===== src/design/hswr_pkg.sv =====
// ----------------------------------------------------------------------------
// hswr_pkg
// Shared types and constants for the height smoothstep weight ramp.
// ----------------------------------------------------------------------------
package hswr_pkg;

	localparam int OP_W     = 2;
	localparam int HEIGHT_W = 24;
	localparam int WEIGHT_W = 16;
	localparam int KNEE_W   = 16;
	localparam int CNT_W    = 17;

	// input opcodes
	localparam logic [OP_W-1:0] OP_START   = 2'd0;
	localparam logic [OP_W-1:0] OP_MEASURE = 2'd1;
	localparam logic [OP_W-1:0] OP_APPLY   = 2'd2;

	// knee fraction register, Q0.16
	localparam logic [KNEE_W-1:0] KNEE_LOW   = 16'd22938;
	localparam logic [KNEE_W-1:0] KNEE_HIGH  = 16'd42598;
	localparam logic [KNEE_W-1:0] KNEE_RESET = 16'd32768;

	localparam logic signed [HEIGHT_W-1:0] HEIGHT_MAX = 24'sh7FFFFF;
	localparam logic signed [HEIGHT_W-1:0] HEIGHT_MIN = 24'sh800000;

	// running counts stop here
	localparam logic [CNT_W-1:0] CNT_LIMIT = 17'd65536;

	// span * knee product and divider widths
	localparam int KPROD_W   = HEIGHT_W + KNEE_W;
	localparam int REM_W     = KPROD_W + 1;
	localparam int T_W       = 17;
	localparam int DIV_STEPS = T_W;
	localparam int DIV_CNT_W = $clog2(DIV_STEPS);

	// smoothstep: 3 * 1.0 in Q0.16
	localparam int POLY_W = 18;
	localparam logic [POLY_W-1:0] SMOOTH_THREE = 18'd196608;

	localparam int QUEUE_DEPTH = 2;
	localparam int QPTR_W      = (QUEUE_DEPTH > 1) ? $clog2(QUEUE_DEPTH) : 1;

	typedef enum logic [1:0] {
		KIND_START,
		KIND_MEASURE,
		KIND_APPLY
	} kind_t;

	typedef struct packed {
		kind_t                       kind;
		logic signed [HEIGHT_W-1:0]  height;
		logic [WEIGHT_W-1:0]         weight;
	} item_t;

	typedef struct packed {
		logic full;
		logic empty;
	} q_status_t;

	typedef enum logic [3:0] {
		ST_IDLE,
		ST_SPAN,
		ST_KNEE,
		ST_CMP,
		ST_DIV,
		ST_SQ,
		ST_CUBE,
		ST_SCALE,
		ST_EMIT
	} back_state_t;

endpackage


===== src/design/hswr_if.sv =====
// ----------------------------------------------------------------------------
// hswr_req_if / hswr_rsp_if
// Valid/ready channels carrying input items and result items.
// ----------------------------------------------------------------------------
interface hswr_req_if;
	logic                                   valid;
	logic                                   ready;
	logic [hswr_pkg::OP_W-1:0]              opcode;
	logic signed [hswr_pkg::HEIGHT_W-1:0]   vertex_height;
	logic [hswr_pkg::WEIGHT_W-1:0]          weight_value;

	modport source (output valid, opcode, vertex_height, weight_value, input ready);
	modport sink (input valid, opcode, vertex_height, weight_value, output ready);
endinterface

interface hswr_rsp_if;
	logic                              valid;
	logic                              ready;
	logic [hswr_pkg::WEIGHT_W-1:0]     new_weight;
	logic                              changed;
	logic                              activated;
	logic [hswr_pkg::CNT_W-1:0]        changed_total;
	logic [hswr_pkg::CNT_W-1:0]        activated_total;
	logic                              range_invalid;

	modport source (output valid, new_weight, changed, activated, changed_total,
		activated_total, range_invalid, input ready);
	modport sink (input valid, new_weight, changed, activated, changed_total,
		activated_total, range_invalid, output ready);
endinterface


===== src/design/hswr_front.sv =====
// ----------------------------------------------------------------------------
// hswr_front
// Accepts input items, decodes the opcode and pushes work into the queue.
// ----------------------------------------------------------------------------
module hswr_front (
	hswr_req_if.sink             req,
	input  hswr_pkg::q_status_t  q_stat,
	output logic                 push,
	output hswr_pkg::item_t      item
);
	import hswr_pkg::*;

	logic known;

	assign req.ready = !q_stat.full;

	always_comb begin
		known       = 1'b1;
		item.kind   = KIND_START;
		item.height = req.vertex_height;
		item.weight = req.weight_value;
		unique case (req.opcode)
			OP_START:   item.kind = KIND_START;
			OP_MEASURE: item.kind = KIND_MEASURE;
			OP_APPLY:   item.kind = KIND_APPLY;
			default:    known = 1'b0;   // unused opcode is dropped
		endcase
	end

	assign push = req.valid && req.ready && known;

endmodule


===== src/design/hswr_queue.sv =====
// ----------------------------------------------------------------------------
// hswr_queue
// Short FIFO between the front and the back.
// ----------------------------------------------------------------------------
module hswr_queue (
	input  logic                 clk,
	input  logic                 arst_n,
	input  logic                 push,
	input  hswr_pkg::item_t      push_item,
	input  logic                 pop,
	output hswr_pkg::item_t      head,
	output hswr_pkg::q_status_t  q_stat
);
	import hswr_pkg::*;

	item_t              mem_q [QUEUE_DEPTH];
	logic [QPTR_W-1:0]  wr_ptr_q;
	logic [QPTR_W-1:0]  rd_ptr_q;
	logic [QPTR_W:0]    count_q;

	function automatic logic [QPTR_W-1:0] ptr_inc(input logic [QPTR_W-1:0] p);
		return (p == QPTR_W'(QUEUE_DEPTH - 1)) ? '0 : p + 1'b1;
	endfunction

	assign head         = mem_q[rd_ptr_q];
	assign q_stat.full  = (count_q == (QPTR_W + 1)'(QUEUE_DEPTH));
	assign q_stat.empty = (count_q == '0);

	always_ff @(posedge clk) begin
		if (push) begin
			mem_q[wr_ptr_q] <= push_item;
		end
	end

	always_ff @(posedge clk or negedge arst_n) begin
		if (!arst_n) begin
			wr_ptr_q <= '0;
			rd_ptr_q <= '0;
			count_q  <= '0;
		end else begin
			if (push) begin
				wr_ptr_q <= ptr_inc(wr_ptr_q);
			end
			if (pop) begin
				rd_ptr_q <= ptr_inc(rd_ptr_q);
			end
			if (push && !pop) begin
				count_q <= count_q + 1'b1;
			end else if (pop && !push) begin
				count_q <= count_q - 1'b1;
			end
		end
	end

endmodule


===== src/design/hswr_back.sv =====
// ----------------------------------------------------------------------------
// hswr_back
// Executes queued items: statistics, knee test, serial divide, smoothstep.
// ----------------------------------------------------------------------------
module hswr_back (
	input  logic                          clk,
	input  logic                          arst_n,
	input  logic                          cfg_we,
	input  logic [hswr_pkg::KNEE_W-1:0]   cfg_wdata,
	input  hswr_pkg::item_t               head,
	input  hswr_pkg::q_status_t           q_stat,
	output logic                          pop,
	hswr_rsp_if.source                    rsp
);
	import hswr_pkg::*;

	back_state_t state_q, state_d;
	logic load_out;

	// statistics and configuration
	logic [KNEE_W-1:0]           knee_q;
	logic signed [HEIGHT_W-1:0]  lo_q;
	logic signed [HEIGHT_W-1:0]  hi_q;
	logic [WEIGHT_W-1:0]         lw_q;
	logic [CNT_W-1:0]            chg_cnt_q;
	logic [CNT_W-1:0]            act_cnt_q;

	// apply datapath
	logic signed [HEIGHT_W-1:0]  h_q;
	logic [WEIGHT_W-1:0]         w_q;
	logic [HEIGHT_W-1:0]         span_q;
	logic signed [HEIGHT_W:0]    d_q;
	logic                        inval_q;
	logic [KPROD_W-1:0]          k_q;
	logic [REM_W-1:0]            r_q;
	logic [T_W-1:0]              quo_q;
	logic [DIV_CNT_W-1:0]        cnt_q;
	logic [T_W-1:0]              t_q;
	logic [2*T_W-1:0]            sq_q;
	logic [POLY_W-1:0]           poly_q;
	logic [T_W-1:0]              s_q;
	logic [WEIGHT_W-1:0]         nw_q;

	// output register
	logic                        out_valid_q;
	logic [WEIGHT_W-1:0]         out_nw_q;
	logic                        out_chg_q;
	logic                        out_act_q;
	logic [CNT_W-1:0]            out_chg_cnt_q;
	logic [CNT_W-1:0]            out_act_cnt_q;
	logic                        out_inval_q;

	logic signed [HEIGHT_W:0]    span;
	logic signed [HEIGHT_W:0]    d_full;
	logic                        range_bad;
	logic                        d_pos;
	logic                        above;
	logic                        div_ge;
	logic [REM_W-1:0]            div_rem;
	logic [T_W-1:0]              quo_next;
	logic [KPROD_W-1:0]          k_prod;
	logic [2*T_W-1:0]            sq_prod;
	logic [2*T_W+POLY_W-1:0]     cube_prod;
	logic [WEIGHT_W+T_W-1:0]     scale_prod;
	logic                        chg;
	logic                        act;
	logic [CNT_W-1:0]            chg_cnt_next;
	logic [CNT_W-1:0]            act_cnt_next;
	logic [KNEE_W-1:0]           knee_sat;

	assign span      = {hi_q[HEIGHT_W-1], hi_q} - {lo_q[HEIGHT_W-1], lo_q};
	assign d_full    = {h_q[HEIGHT_W-1], h_q} - {lo_q[HEIGHT_W-1], lo_q};
	assign range_bad = (span <= 0) || (lw_q == '0);

	// d > 0 and d*65536 > span*knee
	assign d_pos = !d_q[HEIGHT_W] && (d_q != '0);
	assign above = d_pos && ({d_q[HEIGHT_W-1:0], 16'h0000} > k_q);

	// restoring divide, one quotient bit per cycle; remainder stays below k
	assign div_ge   = (r_q >= {1'b0, k_q});
	assign div_rem  = div_ge ? (r_q - {1'b0, k_q}) : r_q;
	assign quo_next = {quo_q[T_W-2:0], div_ge};

	assign k_prod     = span_q * knee_q;
	assign sq_prod    = t_q * t_q;
	assign cube_prod  = sq_q * poly_q;
	assign scale_prod = lw_q * s_q;

	assign chg = (nw_q != w_q);
	assign act = (w_q == '0) && (nw_q != '0);
	assign chg_cnt_next = (chg && chg_cnt_q < CNT_LIMIT) ? chg_cnt_q + 1'b1 : chg_cnt_q;
	assign act_cnt_next = (act && act_cnt_q < CNT_LIMIT) ? act_cnt_q + 1'b1 : act_cnt_q;

	assign knee_sat = (cfg_wdata < KNEE_LOW)  ? KNEE_LOW :
	                  (cfg_wdata > KNEE_HIGH) ? KNEE_HIGH : cfg_wdata;

	always_comb begin
		state_d  = state_q;
		pop      = 1'b0;
		load_out = 1'b0;
		unique case (state_q)
			ST_IDLE: begin
				if (!q_stat.empty) begin
					pop = 1'b1;
					if (head.kind == KIND_APPLY) begin
						state_d = ST_SPAN;
					end
				end
			end
			ST_SPAN:  state_d = range_bad ? ST_EMIT : ST_KNEE;
			ST_KNEE:  state_d = ST_CMP;
			ST_CMP: begin
				if (above) begin
					state_d = ST_EMIT;
				end else if (d_pos) begin
					state_d = ST_DIV;
				end else begin
					state_d = ST_SQ;
				end
			end
			ST_DIV: begin
				if (cnt_q == '0) begin
					state_d = ST_SQ;
				end
			end
			ST_SQ:    state_d = ST_CUBE;
			ST_CUBE:  state_d = ST_SCALE;
			ST_SCALE: state_d = ST_EMIT;
			ST_EMIT: begin
				if (!out_valid_q || rsp.ready) begin
					load_out = 1'b1;
					state_d  = ST_IDLE;
				end
			end
			default:  state_d = ST_IDLE;
		endcase
	end

	always_ff @(posedge clk or negedge arst_n) begin
		if (!arst_n) begin
			state_q <= ST_IDLE;
		end else begin
			state_q <= state_d;
		end
	end

	// statistics, counts, knee and output valid
	always_ff @(posedge clk or negedge arst_n) begin
		if (!arst_n) begin
			knee_q      <= KNEE_RESET;
			lo_q        <= HEIGHT_MAX;
			hi_q        <= HEIGHT_MIN;
			lw_q        <= '0;
			chg_cnt_q   <= '0;
			act_cnt_q   <= '0;
			out_valid_q <= 1'b0;
		end else begin
			if (cfg_we) begin
				knee_q <= knee_sat;
			end
			if (pop) begin
				case (head.kind)
					KIND_START: begin
						lo_q      <= HEIGHT_MAX;
						hi_q      <= HEIGHT_MIN;
						lw_q      <= '0;
						chg_cnt_q <= '0;
						act_cnt_q <= '0;
					end
					KIND_MEASURE: begin
						if (head.height < lo_q) begin
							lo_q <= head.height;
						end
						if (head.height > hi_q) begin
							hi_q <= head.height;
						end
						if (head.weight > lw_q) begin
							lw_q <= head.weight;
						end
					end
					default: ;
				endcase
			end
			if (load_out) begin
				chg_cnt_q   <= chg_cnt_next;
				act_cnt_q   <= act_cnt_next;
				out_valid_q <= 1'b1;
			end else if (rsp.ready) begin
				out_valid_q <= 1'b0;
			end
		end
	end

	// apply datapath
	always_ff @(posedge clk) begin
		case (state_q)
			ST_IDLE: begin
				h_q <= head.height;
				w_q <= head.weight;
			end
			ST_SPAN: begin
				span_q  <= span[HEIGHT_W-1:0];
				d_q     <= d_full;
				inval_q <= range_bad;
				nw_q    <= w_q;
			end
			ST_KNEE: k_q <= k_prod;
			ST_CMP: begin
				r_q   <= {1'b0, d_q[HEIGHT_W-1:0], 16'h0000};
				quo_q <= '0;
				cnt_q <= DIV_CNT_W'(DIV_STEPS - 1);
				t_q   <= '0;   // height at or below lowest
			end
			ST_DIV: begin
				quo_q <= quo_next;
				r_q   <= {div_rem[REM_W-2:0], 1'b0};
				cnt_q <= cnt_q - 1'b1;
				if (cnt_q == '0) begin
					t_q <= quo_next;
				end
			end
			ST_SQ: begin
				sq_q   <= sq_prod;
				poly_q <= SMOOTH_THREE - {t_q, 1'b0};
			end
			ST_CUBE:  s_q  <= cube_prod[2*WEIGHT_W+T_W-1:2*WEIGHT_W];
			ST_SCALE: nw_q <= scale_prod[2*WEIGHT_W-1:WEIGHT_W];
			default: ;
		endcase
		if (load_out) begin
			out_nw_q      <= nw_q;
			out_chg_q     <= chg;
			out_act_q     <= act;
			out_chg_cnt_q <= chg_cnt_next;
			out_act_cnt_q <= act_cnt_next;
			out_inval_q   <= inval_q;
		end
	end

	assign rsp.valid           = out_valid_q;
	assign rsp.new_weight      = out_nw_q;
	assign rsp.changed         = out_chg_q;
	assign rsp.activated       = out_act_q;
	assign rsp.changed_total   = out_chg_cnt_q;
	assign rsp.activated_total = out_act_cnt_q;
	assign rsp.range_invalid   = out_inval_q;

endmodule


===== src/design/height_smoothstep_weight_ramp_top.sv =====
// Start and measure items are popped in the back end's idle state, one per cycle while
// no apply item is in progress. An apply item runs span, knee, compare, the 17-step
// divider, square, cube, scale and emit states, skipping those its case does not need.
// The front takes items into a 2-entry queue while the back end is busy.
// Reset (arst_n low) empties the queue, drops any result and restores the statistics,
// counts and a knee fraction of 0.5.
// ----------------------------------------------------------------------------
// height_smoothstep_weight_ramp_top
// Height-driven smoothstep remap of vertex weights, front/queue/back split.
// ----------------------------------------------------------------------------
module height_smoothstep_weight_ramp_top (
	input  logic                          clk,
	input  logic                          arst_n,
	input  logic                          cfg_we,
	input  logic [hswr_pkg::KNEE_W-1:0]   cfg_wdata,
	hswr_req_if.sink                      req,
	hswr_rsp_if.source                    rsp
);
	import hswr_pkg::*;

	logic       push;
	logic       pop;
	item_t      push_item;
	item_t      head;
	q_status_t  q_stat;

	hswr_front u_front (
		.req    (req),
		.q_stat (q_stat),
		.push   (push),
		.item   (push_item)
	);

	hswr_queue u_queue (
		.clk       (clk),
		.arst_n    (arst_n),
		.push      (push),
		.push_item (push_item),
		.pop       (pop),
		.head      (head),
		.q_stat    (q_stat)
	);

	hswr_back u_back (
		.clk       (clk),
		.arst_n    (arst_n),
		.cfg_we    (cfg_we),
		.cfg_wdata (cfg_wdata),
		.head      (head),
		.q_stat    (q_stat),
		.pop       (pop),
		.rsp       (rsp)
	);

`ifndef SYNTHESIS
	a_no_push_full: assert property (@(posedge clk) disable iff (!arst_n)
		push |-> !q_stat.full)
		else $error("item pushed into full queue");

	a_no_pop_empty: assert property (@(posedge clk) disable iff (!arst_n)
		pop |-> !q_stat.empty)
		else $error("pop from empty queue");

	a_count_cap: assert property (@(posedge clk) disable iff (!arst_n)
		rsp.valid |-> (rsp.changed_total <= CNT_LIMIT) && (rsp.activated_total <= CNT_LIMIT))
		else $error("running count above limit");

	a_invalid_unchanged: assert property (@(posedge clk) disable iff (!arst_n)
		rsp.valid && rsp.range_invalid |-> !rsp.changed && !rsp.activated)
		else $error("invalid range result flagged as changed");

	a_activated_counted: assert property (@(posedge clk) disable iff (!arst_n)
		rsp.valid && rsp.activated |-> rsp.changed && (rsp.activated_total != '0))
		else $error("activated result without change or count");
`endif

endmodule


===== src/flat_wrapper.sv =====
// flat-port wrapper written by rule: the top's interface ports become plain ports
module height_smoothstep_weight_ramp_top_flat import hswr_pkg::*;
  (clk, arst_n, cfg_we, cfg_wdata, req_valid, req_opcode, req_vertex_height, req_weight_value, req_ready, rsp_valid, rsp_new_weight, rsp_changed, rsp_activated, rsp_changed_total, rsp_activated_total, rsp_range_invalid, rsp_ready);
  hswr_req_if req_i ();
  hswr_rsp_if rsp_i ();
  input  logic clk;
  input  logic arst_n;
  input  logic cfg_we;
  input  logic [hswr_pkg::KNEE_W-1:0] cfg_wdata;
  input wire logic [$bits(req_i.valid)-1:0] req_valid;
  input wire logic [$bits(req_i.opcode)-1:0] req_opcode;
  input wire logic [$bits(req_i.vertex_height)-1:0] req_vertex_height;
  input wire logic [$bits(req_i.weight_value)-1:0] req_weight_value;
  output wire logic [$bits(req_i.ready)-1:0] req_ready;
  output wire logic [$bits(rsp_i.valid)-1:0] rsp_valid;
  output wire logic [$bits(rsp_i.new_weight)-1:0] rsp_new_weight;
  output wire logic [$bits(rsp_i.changed)-1:0] rsp_changed;
  output wire logic [$bits(rsp_i.activated)-1:0] rsp_activated;
  output wire logic [$bits(rsp_i.changed_total)-1:0] rsp_changed_total;
  output wire logic [$bits(rsp_i.activated_total)-1:0] rsp_activated_total;
  output wire logic [$bits(rsp_i.range_invalid)-1:0] rsp_range_invalid;
  input wire logic [$bits(rsp_i.ready)-1:0] rsp_ready;
  assign req_i.valid = req_valid;
  assign req_i.opcode = req_opcode;
  assign req_i.vertex_height = req_vertex_height;
  assign req_i.weight_value = req_weight_value;
  assign req_ready = req_i.ready;
  assign rsp_valid = rsp_i.valid;
  assign rsp_new_weight = rsp_i.new_weight;
  assign rsp_changed = rsp_i.changed;
  assign rsp_activated = rsp_i.activated;
  assign rsp_changed_total = rsp_i.changed_total;
  assign rsp_activated_total = rsp_i.activated_total;
  assign rsp_range_invalid = rsp_i.range_invalid;
  assign rsp_i.ready = rsp_ready;
  height_smoothstep_weight_ramp_top u_core (.clk(clk), .arst_n(arst_n), .cfg_we(cfg_we), .cfg_wdata(cfg_wdata), .req(req_i), .rsp(rsp_i));
endmodule

===== config.mk =====
export PLATFORM = sky130hd
export DESIGN_NAME = height_smoothstep_weight_ramp_top_flat
export DESIGN_NICKNAME = d
export VERILOG_FILES = /design/src/design/hswr_pkg.sv /design/src/design/hswr_if.sv /design/src/design/hswr_front.sv /design/src/design/hswr_queue.sv /design/src/design/hswr_back.sv /design/src/design/height_smoothstep_weight_ramp_top.sv /design/src/flat_wrapper.sv
export SDC_FILE = /design/constraint.sdc
export NUM_CORES = 2
export LEC_CHECK = 0
export BUFFER_PORTS_ARGS = -buffer_cell sky130_fd_sc_hd__buf_2
export CELL_PAD_IN_SITES_DETAIL_PLACEMENT = 2
export CELL_PAD_IN_SITES_GLOBAL_PLACEMENT = 2
export CORE_MARGIN = 1.5
export CORE_UTILIZATION = 44
export CTS_BUF_LIST = sky130_fd_sc_hd__clkbuf_2
export CTS_CLUSTER_DIAMETER = 80
export CTS_CLUSTER_SIZE = 30
export DETAILED_ROUTE_END_ITERATION = 12
export PLACE_DENSITY = 0.87
export SLEW_MARGIN = 0
export SYNTH_ARGS = -nofsm -noshare
export SYNTH_HDL_FRONTEND = slang
export SYNTH_SLANG_ARGS = --single-unit

===== constraint.sdc =====
create_clock -name clk -period 7.7 [get_ports clk]
set_input_delay 1.54 -clock clk [delete_from_list [all_inputs] [get_ports clk]]
set_output_delay 1.54 -clock clk [all_outputs]
set_load 0.01 [all_outputs]

==> results.sh <==
export IMPL_io_buffers=117
export IMPL_layout_min_cycle_time_ps=7610
export IMPL_drc=0
export IMPL_grt_pass1_wl_mm=434
export IMPL_layout_commonest_cell="inv_1"
export IMPL_area_growth_pct=6.48
export IMPL_multi_input_area_mm2=0.0502
export IMPL_grt_use_total=0.339
export IMPL_syn_area_mm2=0.0734
export IMPL_grt_max_degree=77
export IMPL_synthAdderAreaFrac=0.429
export IMPL_synthSimpleGateAreaFrac=0.137
export IMPL_path_clk_slew_ps=530
export IMPL_ys_types=96
export IMPL_drt_iter0_drc=3587
export IMPL_path_class="flip-flop to flip-flop"
export IMPL_holdWs_ps=117
export IMPL_grt_antenna_before_repair=11
export IMPL_vias=57133
export IMPL_min_path_type="input pin to flip-flop"
export IMPL_synthXorXnorAreaFrac=0.0282
export IMPL_die_h_um=411
export IMPL_synth_compound_area_frac=0.0740
export IMPL_ys_seq_area_frac=0.217
export IMPL_hold_viol_final=0
export IMPL_max_freq_mhz=131
export IMPL_status="finished clean"
export IMPL_cts_sinks=550
export IMPL_seqCellArea_mm2=0.0159
export IMPL_netlist_instances=7530
export IMPL_hpwl_mm=216
export IMPL_endpoint_kind="flip-flop"
export IMPL_slew_headroom=0.113
export IMPL_worstMarginPinSlew_ps=1330
export IMPL_finalNetCount=9471
export IMPL_synthFlopType="edfxtp_1"
export IMPL_synth_edf_count=427
export IMPL_worst_ep_arrival_time_ps=9120
export IMPL_avgSynthCellArea_um2=9.74
export IMPL_worstPathRequired_ps=9210
export IMPL_num_io_pins=118
export IMPL_cp_start_kind="flip-flop"
export IMPL_fin_skew_ps=303
export IMPL_drive_above_1_share=0.0646
export IMPL_cts_root_buf="clkbuf_2"
export IMPL_cts_buffers=47
export IMPL_synthMuxAreaShare=0.0150
export IMPL_fp_row_count=149
export IMPL_cts_tree="yes"
export IMPL_cp_max_fo=10
export IMPL_fin_area_mm2=0.0781
export IMPL_gp_congestion=0.854
export IMPL_wire_per_inst_um=29.3
export IMPL_dieWidth_um=411
export IMPL_viasPerCell=5.81
export IMPL_cts_max_path_buffers=3
export IMPL_drt_first_pass_iters=5
export IMPL_gr_total_overflow=0
export IMPL_max_cap_viol_count=0
export IMPL_clock_latency_ps=1650
export IMPL_synth_top_family_by_area="adder cells"
export IMPL_slew_viol_final=0
export IMPL_dpl_instance_area_mm2=0.0767
export IMPL_grt_pass1_vias=69695
export IMPL_fin_crit_sh=0.988
export IMPL_nFillCells=17379
export IMPL_initial_core_util=0.444
export IMPL_place_ws_ps=110
export IMPL_routed_wl_mm=288
export IMPL_mostFrequentLayoutCells="inv_1 (1,624), fa_1 (1,175), nand2_1 (973)"
export IMPL_dieArea_mm2=0.169
export IMPL_htreeDepth=2
export IMPL_ys_ff_latch=550
export IMPL_setup_ws_ps=94.1
export IMPL_fin_util=0.473
export IMPL_detail_route_antenna_nets=0
export IMPL_synth_async_reset_ratio=0.224
export IMPL_setup_viol=0
export IMPL_yosysWarnings=0
export IMPL_design_core_area_mm2=0.165
## sequential cells by signal, indices dropped and copies added (netlist names), 24 cells and up
name,flops
u_core.u_back.d_q,25
u_core.u_back.h_q,24
u_core.u_back.hi_q,24
u_core.u_back.k_q,40
u_core.u_back.lo_q,24
u_core.u_back.r_q,40
u_core.u_back.span_q,24
u_core.u_back.sq_q,33
u_core.u_queue.mem_q,84
## per-layer routing
layer	vias to the layer above	GRT usage	wire length (um)
met5	-	0	104
met4	20	0.199	19500
met3	1095	0.0453	13600
met2	2203	0.632	153000
met1	30228	0.364	102000
li1	23587	-	-
## Yosys cell counts, types with 77 or more instances
cell,n,share of area
a21o_1,115,0.012
ha_1,635,0.11
clkbuf_1,270,0.014
inv_1,1624,0.083
xnor2_1,153,0.018
o21ai_0,143,0.0098
edfxtp_1,427,0.17
nor2_1,208,0.011
nand2_1,974,0.050
dfrtp_1,98,0.033
fa_1,1175,0.32
and2_1,586,0.050
a21oi_1,203,0.014
xor2_1,83,0.0099
mux2i_1,77,0.011
## final cells by class
class,count,share of cell area
multi-input cells,5064,0.643
flip-flops and latches,550,0.204
inverters,1626,0.0781
well taps,2189,0.0351
repair buffers,309,0.0279
clock inverters,40,0.00831
clock buffers,48,0.00308
diodes,4,0.000128
## repair_timing
action	CTS	global route
setup buffers	8	28
setup endpoints to repair	1	13
resized for setup	4	8
endpoints found under the hold margin	52	0
hold buffers	10	0
## worst paths after layout
kind,startpoint,to,cells past startpoint,slack (ps)
min in group asynchronous,arst_n,u_core.u_back.hi_q[21],2,310
min,req_vertex_height[5],u_core.u_queue.mem_q[0][21],1,120
max,u_core.u_back.span_q[18],u_core.u_back.k_q[38],22,90
max reg2reg,u_core.u_back.span_q[18],u_core.u_back.k_q[38],22,90
min reg2reg,u_core.u_back.inval_q,u_core.u_back.rsp.range_invalid,0,500
max in group asynchronous,arst_n,u_core.u_back.knee_q[4],3,5940
## per-stage QoR
stage               cells  TNS, ps
floorplan            7536        0
global placement     9692        0
detailed placement   9692        0
CTS                  9798        0
global route         9828     -194
finish               9830        0
## cell families (layout without fill, tap and decap cells)
family | count (synthesis) | in the layout
adders and majority gates | 1810 | 1810
AOI/OAI and AO/OA | 815 | 815
DFF | 550 | 550
buffers and inverters | 1922 | 2023
muxes | 106 | 106
xor gates and xnor gates | 236 | 236
and+or+nand+nor | 2089 | 2089
other | 2 | 12
## critical path, cell delays in order (launching register included)
cell	delay, ps
edfxtp_1	930
buf_4	290
nand2_1	80
fa_1	480
fa_1	520
fa_1	530
fa_1	540
inv_1	70
fa_1	480
inv_1	60
fa_1	530
inv_1	70
ha_1	400
a21o_1	240
a21o_1	190
a21o_1	230
or3_1	400
a211oi_2	370
o31ai_1	210
nor3_1	310
o21bai_1	140
a21oi_1	220
xnor2_1	210
Power is not shown: default switching activity piles up to over one toggle a cycle in this logic, so the estimate is an artifact.
